File: src/rtl/lqfl_pkg.sv
// Package for the linked-list queue with free list: sizes, codes and beat types.
package lqfl_pkg;

	// Node store size and index widths (index NODE_COUNT is the null marker)
	localparam int NODE_COUNT = 16;
	localparam int IDX_W      = $clog2(NODE_COUNT + 1);
	localparam int ADDR_W     = $clog2(NODE_COUNT);
	localparam int VAL_W      = 32;

	localparam logic [IDX_W-1:0] NIL_IDX = IDX_W'(NODE_COUNT);

	// Operation codes
	localparam logic KIND_ENQ = 1'b0;
	localparam logic KIND_DEQ = 1'b1;

	// Status codes
	localparam logic [1:0] ST_OK        = 2'd0;
	localparam logic [1:0] ST_OVERFLOW  = 2'd1;
	localparam logic [1:0] ST_UNDERFLOW = 2'd2;

	typedef struct packed {
		logic                    kind;
		logic signed [VAL_W-1:0] value_in;
	} req_t;

	typedef struct packed {
		logic signed [VAL_W-1:0] value_out;
		logic [1:0]              status;
	} rsp_t;

	// Controller to datapath commands
	typedef struct packed {
		logic capture;  // latch request, launch store read
		logic update;   // write store, move pointers, post result
	} ctl_cmd_t;

	// True when an index names a real node
	function automatic logic is_node(input logic [IDX_W-1:0] idx);
		is_node = (idx < NIL_IDX);
	endfunction

	// Link held by a node that was never written since reset
	function automatic logic [IDX_W-1:0] reset_link(input logic [ADDR_W-1:0] a);
		if (ADDR_W'(NODE_COUNT - 1) == a)
			reset_link = NIL_IDX;
		else
			reset_link = IDX_W'(a) + IDX_W'(1);
	endfunction

endpackage

File: src/rtl/linked_queue_free_list.sv
// FIFO queue kept as a linked list in a 16-node store, with free nodes on a second list.
// The result strobe (done) is registered from the update state that follows the start beat.
// Each operation is a store read when the start beat is taken, then a write/update step.
// busy is high for the update cycle; a new start is taken while the last result is shown.
// Reset: free list chains nodes 0..15 in order, queue empty; no clearing pass is needed.
// Results are shown for one cycle only; the receiver cannot stall them.
module linked_queue_free_list (
	input  logic           clk,
	input  logic           arst_n,
	input  logic           start,
	output logic           busy,
	input  lqfl_pkg::req_t in_item,
	output logic           done,
	output lqfl_pkg::rsp_t result
);
	import lqfl_pkg::*;

	ctl_cmd_t cmd;

	lqfl_ctrl u_ctrl (
		.clk    (clk),
		.arst_n (arst_n),
		.start  (start),
		.busy   (busy),
		.cmd    (cmd)
	);

	lqfl_dpath u_dpath (
		.clk     (clk),
		.arst_n  (arst_n),
		.cmd     (cmd),
		.in_item (in_item),
		.done    (done),
		.result  (result)
	);

endmodule

File: src/rtl/lqfl_ctrl.sv
// Controller FSM for the linked-list queue: sequences read and update cycles.
module lqfl_ctrl (
	input  logic               clk,
	input  logic               arst_n,
	input  logic               start,
	output logic               busy,
	output lqfl_pkg::ctl_cmd_t cmd
);
	import lqfl_pkg::*;

	typedef enum logic [1:0] {
		S_IDLE   = 2'b01,
		S_UPDATE = 2'b10
	} state_t;

	state_t state_q, state_d;

	// Next state
	always_comb begin
		state_d = state_q;
		case (state_q)
			S_IDLE: begin
				if (start)
					state_d = S_UPDATE;
			end
			S_UPDATE: begin
				state_d = S_IDLE;
			end
			default: begin
				state_d = S_IDLE;
			end
		endcase
	end

	always_ff @(posedge clk or negedge arst_n) begin
		if (!arst_n)
			state_q <= S_IDLE;
		else
			state_q <= state_d;
	end

	// Commands and handshake
	assign busy        = (state_q == S_UPDATE);
	assign cmd.capture = start && (state_q == S_IDLE);
	assign cmd.update  = (state_q == S_UPDATE);

endmodule

File: src/rtl/lqfl_dpath.sv
// Datapath for the linked-list queue: node store, list pointers, result register.
module lqfl_dpath (
	input  logic               clk,
	input  logic               arst_n,
	input  lqfl_pkg::ctl_cmd_t cmd,
	input  lqfl_pkg::req_t     in_item,
	output logic               done,
	output lqfl_pkg::rsp_t     result
);
	import lqfl_pkg::*;

	// Node store; link entries carry valid bits so reset gives the free chain
	logic [VAL_W-1:0]      value_mem [NODE_COUNT];
	logic [IDX_W-1:0]      link_mem  [NODE_COUNT];
	logic [NODE_COUNT-1:0] link_vld_q;

	// List pointers
	logic [IDX_W-1:0] free_head_q, queue_head_q, queue_tail_q;

	// Captured request and read data
	logic              kind_q;
	logic [VAL_W-1:0]  val_q;
	logic [VAL_W-1:0]  rd_val_q;
	logic [IDX_W-1:0]  rd_link_q;
	logic              rd_vld_q;

	// Result
	rsp_t result_q;
	logic done_q;

	// Read address: free head for enqueue, queue head for dequeue
	logic [IDX_W-1:0]  rd_idx;
	logic [ADDR_W-1:0] rd_addr;
	assign rd_idx  = (in_item.kind == KIND_DEQ) ? queue_head_q : free_head_q;
	assign rd_addr = rd_idx[ADDR_W-1:0];

	// Launch store read with the request
	always_ff @(posedge clk) begin
		if (cmd.capture) begin
			kind_q <= in_item.kind;
			val_q  <= in_item.value_in;
			if (is_node(rd_idx)) begin
				rd_val_q  <= value_mem[rd_addr];
				rd_link_q <= link_mem[rd_addr];
				rd_vld_q  <= link_vld_q[rd_addr];
			end
		end
	end

	// Update-cycle decode
	logic [IDX_W-1:0]  slot;
	logic [ADDR_W-1:0] slot_a;
	logic [IDX_W-1:0]  next_link;
	logic              enq_ok, deq_ok;
	logic              next_null;
	logic              wr_link_en;
	logic [ADDR_W-1:0] wr_link_a;
	logic [IDX_W-1:0]  wr_link_d;

	always_comb begin
		slot      = (kind_q == KIND_DEQ) ? queue_head_q : free_head_q;
		slot_a    = slot[ADDR_W-1:0];
		next_link = rd_vld_q ? rd_link_q : reset_link(slot_a);
		enq_ok    = (kind_q == KIND_ENQ) && is_node(free_head_q);
		deq_ok    = (kind_q == KIND_DEQ) && is_node(queue_head_q);
		// the tail's own link is never consulted: a dequeue of the tail empties the queue
		next_null = (slot == queue_tail_q) || !is_node(next_link);

		wr_link_en = 1'b0;
		wr_link_a  = slot_a;
		wr_link_d  = free_head_q;
		if (cmd.update && enq_ok && is_node(queue_tail_q)) begin
			wr_link_en = 1'b1;
			wr_link_a  = queue_tail_q[ADDR_W-1:0];
			wr_link_d  = slot;
		end else if (cmd.update && deq_ok) begin
			wr_link_en = 1'b1;
		end
	end

	// Store writes
	always_ff @(posedge clk) begin
		if (cmd.update && enq_ok)
			value_mem[slot_a] <= val_q;
		if (wr_link_en)
			link_mem[wr_link_a] <= wr_link_d;
	end

	always_ff @(posedge clk or negedge arst_n) begin
		if (!arst_n)
			link_vld_q <= '0;
		else if (wr_link_en)
			link_vld_q[wr_link_a] <= 1'b1;
	end

	// Pointer updates
	always_ff @(posedge clk or negedge arst_n) begin
		if (!arst_n) begin
			free_head_q  <= '0;
			queue_head_q <= NIL_IDX;
			queue_tail_q <= NIL_IDX;
		end else if (cmd.update) begin
			if (enq_ok) begin
				free_head_q <= is_node(next_link) ? next_link : NIL_IDX;
				if (!is_node(queue_tail_q))
					queue_head_q <= slot;
				queue_tail_q <= slot;
			end else if (deq_ok) begin
				free_head_q <= slot;
				if (next_null) begin
					queue_head_q <= NIL_IDX;
					queue_tail_q <= NIL_IDX;
				end else begin
					queue_head_q <= next_link;
				end
			end
		end
	end

	// Result beat
	always_ff @(posedge clk) begin
		if (cmd.update) begin
			result_q.value_out <= deq_ok ? rd_val_q : '0;
			if (kind_q == KIND_ENQ)
				result_q.status <= enq_ok ? ST_OK : ST_OVERFLOW;
			else
				result_q.status <= deq_ok ? ST_OK : ST_UNDERFLOW;
		end
	end

	always_ff @(posedge clk or negedge arst_n) begin
		if (!arst_n)
			done_q <= 1'b0;
		else
			done_q <= cmd.update;
	end

	assign done   = done_q;
	assign result = result_q;

endmodule

File: config.mk
export PLATFORM = sky130hd
export DESIGN_NAME = linked_queue_free_list
export DESIGN_NICKNAME = d
export VERILOG_FILES = /design/src/rtl/lqfl_pkg.sv /design/src/rtl/linked_queue_free_list.sv /design/src/rtl/lqfl_ctrl.sv /design/src/rtl/lqfl_dpath.sv
export SDC_FILE = /design/constraint.sdc
export NUM_CORES = 1
export LEC_CHECK = 0
export BUFFER_PORTS_ARGS = -buffer_cell sky130_fd_sc_hd__buf_2
export CAP_MARGIN = 20
export CORE_MARGIN = 3
export CORE_UTILIZATION = 40
export CTS_BUF_LIST = sky130_fd_sc_hd__clkbuf_8
export DETAILED_ROUTE_END_ITERATION = 10
export HOLD_SLACK_MARGIN = 0.15
export PLACE_DENSITY = 0.53
export SKIP_LAST_GASP = 1
export SLEW_MARGIN = 20
export SYNTH_ARGS = -nofsm -noshare
export SYNTH_HDL_FRONTEND = slang
export SYNTH_SLANG_ARGS = --single-unit
File: constraint.sdc
create_clock -name clk -period 6 [get_ports clk]
set_input_delay 0.3 -clock clk [delete_from_list [all_inputs] [get_ports clk]]
set_output_delay 0.3 -clock clk [all_outputs]
set_load 0.05 [all_outputs]
==> results.json, run 1 <==
{
  "status": "finished clean",
  "syn_avg_cell_area_um2": 21.44,
  "synth_edf_count": 697,
  "ys_ff_latch": 731,
  "core_area_mm2": 0.06787,
  "cts_tree": "yes",
  "dpl.hpwl_um": 34540,
  "post-route-period-util_pct": 61.89,
  "fmax_mhz": 269.3,
  "hold_viol_final": 0,
  "wl_per_cell_um": 25.54,
  "die_x_um": 269.0,
  "instances_no_fill": 2502,
  "maxCapViolCount": 0,
  "postCtsSetupBuffers": 0,
  "powerDensity_mw_per_mm2": 422.1,
  "syn_nets": 1331,
  "vias_per_cell": 5.351,
  "worst_pin_slew_ps": 1118,
  "ant_nets": 0,
  "drt_iter0_markers": 1234,
  "crit_arrival_ps": 4070,
  "synthAdderAreaFrac_pct": 0.1808,
  "seq_area_frac_synth_pct": 78.71,
  "synth_cell_types": 54,
  "dp_slack_ps": 1814,
  "cts_buffer_depth": 3,
  "drive_gt1_share_pct": 27.85,
  "cts_root_buffer": "clkbuf_8",
  "r2r_cells": 5,
  "portBuffers": 71,
  "cts_max_level": 3,
  "fin_nets": 1525,
  "relSlewSlack_pct": 25.46,
  "startpoint_type": "flop",
  "top_usage_layer": "met2",
  "hold_path.class": "in -> async",
  "final.min_clock_period_ps": 3713,
  "critical_path_required_ps": 6360,
  "grt_pass1_wl_um": 95020,
  "overflow": 0,
  "synth_compound_area_share_pct": 3.807,
  "place_area_mm2": 0.02939,
  "start_util_pct": 40.78,
  "dp.cells": 2251,
  "synth_top_family_by_area": "multiplexers",
  "die_h_um": 269.0,
  "vdd_drop_max_uv": 262.6,
  "die-area_mm2": 0.07238,
  "synthMuxAreaShare_pct": 12.78,
  "ys_async_sr_fraction_pct": 4.651,
  "ff_latch_area_mm2": 0.02179,
  "p_leak_nw": 10.47,
  "synthXorXnorAreaFrac_pct": 0.2215,
  "r2r-end": "u_dpath.value_mem[1][1]",
  "multiInputGateArea_mm2": 0.005782,
  "use_met3_pct": 3.668,
  "rsz0062_at_grt": "false",
  "grt.total_usage_pct": 18.06,
  "syn_to_final_growth_pct": 15.21,
  "ys_warn_count": 0,
  "synthFlopType": "edfxtp_1",
  "place_congestion": 0.8039,
  "clock_sinks": 731,
  "synthCells": 1291,
  "netlist_area_mm2": 0.02768,
  "fin_area_mm2": 0.03189,
  "io_pins": 72,
  "antenna_found_initial": 3,
  "grt_pass1_vias": 14162,
  "cts_buffers": 118,
  "dr.pass1.iters": 5,
  "n_fill_cell": 5658,
  "clk_transition_reported_paths_ps": 60,
  "worstSkewPairLatency_ps": 710,
  "post_synth_and_or_nand_nor_area_fraction_pct": 3.110,
  "finalSetupTns_ps": 0,
  "wirelength_um": 63910,
  "power.total_mw": 13.46,
  "grt_max_degree": 78,
  "r2r_start": "u_dpath.kind_q",
  "rows": 95,
  "met1_usage_pct": 25.82,
  "crit_type": "reg -> reg",
  "rrSetupSlack_ps": 2290,
  "crit_fanout": 22,
  "gr-usage-met2_pct": 28.46,
  "via_count": 13389,
  "drc": 0,
  "cp-end-kind": "flop",
  "setup_viol_count_final": 0,
  "finClkSkew_ps": 41.58,
  "fin_ws_ps": 2287,
  "maxSlewViolCount": 0
}
[Yosys cell counts (9+ instances only)]
cell,number,area (um^2)
edfxtp_1,697,20930
mux4_2,152,3423
a22oi_1,79,593.1
nand2_1,62,232.7
nor2_1,43,161.4
and2_1,35,219.0
clkbuf_1,35,131.4
dfrtp_1,31,775.7
o21bai_1,13,97.59
buf_2,11,55.05
buf_4,10,75.07
buf_1,9,33.78
[layout make-up]
class,count,area share [%]
sequential,731,68.33
clock buffer,121,5.223
clock inverter,94,1.468
antenna,1,0.007848
tap,921,3.614
inverter,9,0.1099
multi-input combinational,486,18.13
timing repair buffer,139,3.120
[metal layers]
layer	wire length, um	up-vias	share of wire, %
li1	-	5756	-
met1	28580	7129	45
met2	30530	419	48
met3	3647	85	5.7
met4	1144	0	1.8
met5	0	-	0
[registers in the layout (all words and copies together), names as in the netlist, 16 cells and up]
| signal | flops |
|---|---|
| u_dpath.link_mem | 80 |
| u_dpath.result | 34 |
| u_dpath.value_mem | 512 |
| u_dpath.val_q | 32 |
| u_dpath.link_vld_q | 16 |
| u_dpath.rd_val_q | 32 |
[layout by cell type, fill, tap and decap left out, types with 29 or more instances in the layout]
cell / instances
a22oi_1: 79
and2_1: 35
buf_2: 71
buf_4: 29
clkbuf_8: 121
dfrtp_1: 30
dlygate4sd3_1: 35
edfxtp_1: 697
inv_1: 55
mux4_2: 152
nand2_1: 62
[critical path, cell delays in order (launching register included)]
cell	delay, ps
edfxtp_1	750
or2_1	430
nor2_2	510
nand2_1	440
nor2_4	810
buf_4	390
[report_power, final]
part,total (mW),internal (mW),switching (mW)
clock network,3.90,1.96,1.94
registers,6.35,6.04,0.307
logic,3.21,1.41,1.80
[how the worst max path moves through the flow]
stage | from | endpoint | slack (ps)
final | u_dpath.kind_q | u_dpath.value_mem[1][1] | 2290
after global routing | u_dpath.kind_q | u_dpath.value_mem[5][29] | 2030
after CTS | u_dpath.kind_q | u_dpath.value_mem[5][29] | 1810
after detailed placement | u_dpath.kind_q | u_dpath.value_mem[5][26] | 1810
after global placement | u_dpath.kind_q | u_dpath.value_mem[5][26] | 1910
after floorplan | u_ctrl.state_q[0] | u_dpath.rd_link_q[0] | 1960
[cell families after synthesis]
kind of cell / count (synthesis)
AND/OR/NAND/NOR: 176
buffers and inverters: 74
XOR/XNOR: 7
multiplexers: 161
AO/OA/AOI/OAI: 138
adder cells (fa/ha/maj): 4
flip-flops: 731
[timing repair]
| action | in CTS | in global routing |
|---|---|---|
| endpoints found under the hold margin | 69 | 0 |
| hold buffers | 35 | 0 |
| resized for setup | 0 | 0 |
[metrics by stage]
stage                     util [%]  hold WS, ps
after floorplan                  -        4.409
after global placement       43.28        429.0
after detailed placement     43.31        428.6
after CTS                    46.97        185.3
after global routing         46.98        249.2
final                        46.98        222.6
Power figures use the tool's default switching activity.
==> run 2: changes to the inputs <==
==> constraint.sdc (replaced) <==
create_clock -name clk -period 3.65 [get_ports clk]
set_input_delay 0.1825 -clock clk [delete_from_list [all_inputs] [get_ports clk]]
set_output_delay 0.1825 -clock clk [all_outputs]
set_load 0.05 [all_outputs]
==> results.json, run 2 (same netlist as run 1, synthesis figures left out) <==
{
  "cts_buffer_depth": 3,
  "r2r-end": "u_dpath.link_mem[2][1]",
  "p_leak_nw": 10.86,
  "portBuffers": 71,
  "die_h_um": 269.0,
  "syn_to_final_growth_pct": 18.77,
  "final.min_clock_period_ps": 3030,
  "mostFrequentLayoutCells": "697 x edfxtp_1, 152 x mux4_2, 129 x clkbuf_8",
  "io_pins": 72,
  "wl_per_cell_um": 26.20,
  "place_congestion": 0.8341,
  "drc": 0,
  "startpoint_type": "flop",
  "holdPathEnd": "u_dpath.val_q[1]",
  "dr.pass1.iters": 5,
  "maxSlewViolCount": 0,
  "fmax_mhz": 330.0,
  "wirelength_um": 67000,
  "overflow": 0,
  "rows": 95,
  "ant_nets": 0,
  "grt_max_degree": 59,
  "status": "finished clean",
  "maxCapViolCount": 0,
  "start_util_pct": 40.78,
  "vdd_drop_max_uv": 335.8,
  "r2r_start": "u_dpath.kind_q",
  "powerDensity_mw_per_mm2": 701.6,
  "n_fill_cell": 5667,
  "worst_pin_slew_ps": 898.6,
  "rrSetupSlack_ps": 620,
  "crit_type": "reg -> reg",
  "setup_viol_count_final": 0,
  "cts_root_buffer": "clkbuf_8",
  "crit_fanout": 12,
  "grt_pass1_vias": 14457,
  "hold_viol_final": 0,
  "grt.total_usage_pct": 18.94,
  "fin_hold_ws_ps": 214.6,
  "worstHoldStart": "in_item[1]",
  "hold_path.class": "in -> reg",
  "core_area_mm2": 0.06787,
  "dpl.hpwl_um": 35220,
  "antenna_found_initial": 1,
  "largest_register_ffs": 512,
  "final_common_cell": "edfxtp_1",
  "worstSkewPairLatency_ps": 700,
  "post-route-period-util_pct": 83.02,
  "postCtsSetupBuffers": 0,
  "drive_gt1_share_pct": 29.72,
  "drt_iter0_markers": 1190,
  "fin_nets": 1575,
  "critical_path_required_ps": 3990,
  "cts_tree": "yes",
  "finClkSkew_ps": 25.09,
  "clock_sinks": 731,
  "vias_per_cell": 5.325,
  "clk_transition_reported_paths_ps": 60,
  "cp-end-kind": "flop",
  "cts_buffers": 119,
  "finalSetupTns_ps": 0,
  "grt_pass1_wl_um": 97860,
  "min_path_cells": 2,
  "via_count": 13616,
  "relSlewSlack_pct": 40.10,
  "ctsResizeCount": 0,
  "rsz0062_at_grt": "false",
  "r2r_cells": 4,
  "top_register": "u_dpath.value_mem",
  "die_x_um": 269.0,
  "die-area_mm2": 0.07238,
  "cts_max_level": 3,
  "crit_arrival_ps": 3370,
  "power.total_mw": 23.06
}
[run 2: final cells by class]
class | count | area [um^2] | share of cell area (%)
timing repair buffer | 188 | 1699 | 5.169
antenna | 1 | 2.502 | 0.007613
inverter | 9 | 33.78 | 0.1028
clock inverter | 92 | 648.1 | 1.972
sequential | 731 | 21780 | 66.27
multi-input combinational | 486 | 5776 | 17.57
tap | 921 | 1152 | 3.506
clock buffer | 129 | 1775 | 5.401
[run 2: timing repair]
item / 4_1_cts / 5_1_grt
endpoints found under the hold margin: 69 / 0
setup endpoints to repair: 0 / 0
hold buffers: 62 / 0
[run 2: where the power goes]
| group | internal (mW) | switching [mW] |
|---|---|---|
| Clock | 3.90 | 3.20 |
| Combinational | 2.50 | 3.09 |
| Sequential | 9.93 | 0.436 |
[run 2: worst max path at each step]
| stage | start | endpoint | slack, ps | cells after the start |
|---|---|---|---|---|
| 2_1_floorplan | u_dpath.kind_q | u_dpath.value_mem[6][0] | 160 | 7 |
| 3_3_place_gp | u_dpath.kind_q | u_dpath.link_mem[6][1] | 710 | 4 |
| 3_5_place_dp | u_dpath.kind_q | u_dpath.link_mem[2][0] | 630 | 4 |
| 4_1_cts | u_dpath.kind_q | u_dpath.link_mem[2][0] | 630 | 4 |
| 5_1_grt | u_dpath.kind_q | u_dpath.link_mem[2][0] | 470 | 4 |
| 6_report | u_dpath.kind_q | u_dpath.link_mem[2][1] | 620 | 4 |
[run 2: worst max-delay path: stages, from the launching register on]
cell and delay, ps:
edfxtp_1 550, or4b_1 730, nor2_2 450, a32oi_1 400
nor2_1 520
[run 2: stage by stage]
stage / util [%] / cells / area (um^2) / worst slack, ps
after floorplan: - / 1291 / 27680 / 161.5
after global placement: 43.92 / 2273 / 29810 / 712.2
after detailed placement: 43.93 / 2273 / 29810 / 634.1
after CTS: 48.43 / 2556 / 32870 / 631.5
after global routing: 48.43 / 2557 / 32870 / 470.8
final: 48.43 / 2557 / 32870 / 619.8
[run 2: metal layers]
| layer | global-route usage (%) | wire (um) | vias to the layer above |
|---|---|---|---|
| met1 | 26.48 | 29410 | 7250 |
| met2 | 31.03 | 32730 | 404 |
| met3 | 3.157 | 3717 | 95 |
| li1 | - | - | 5867 |
| met5 | 0 | 0 | - |
| met4 | 5.394 | 1140 | 0 |
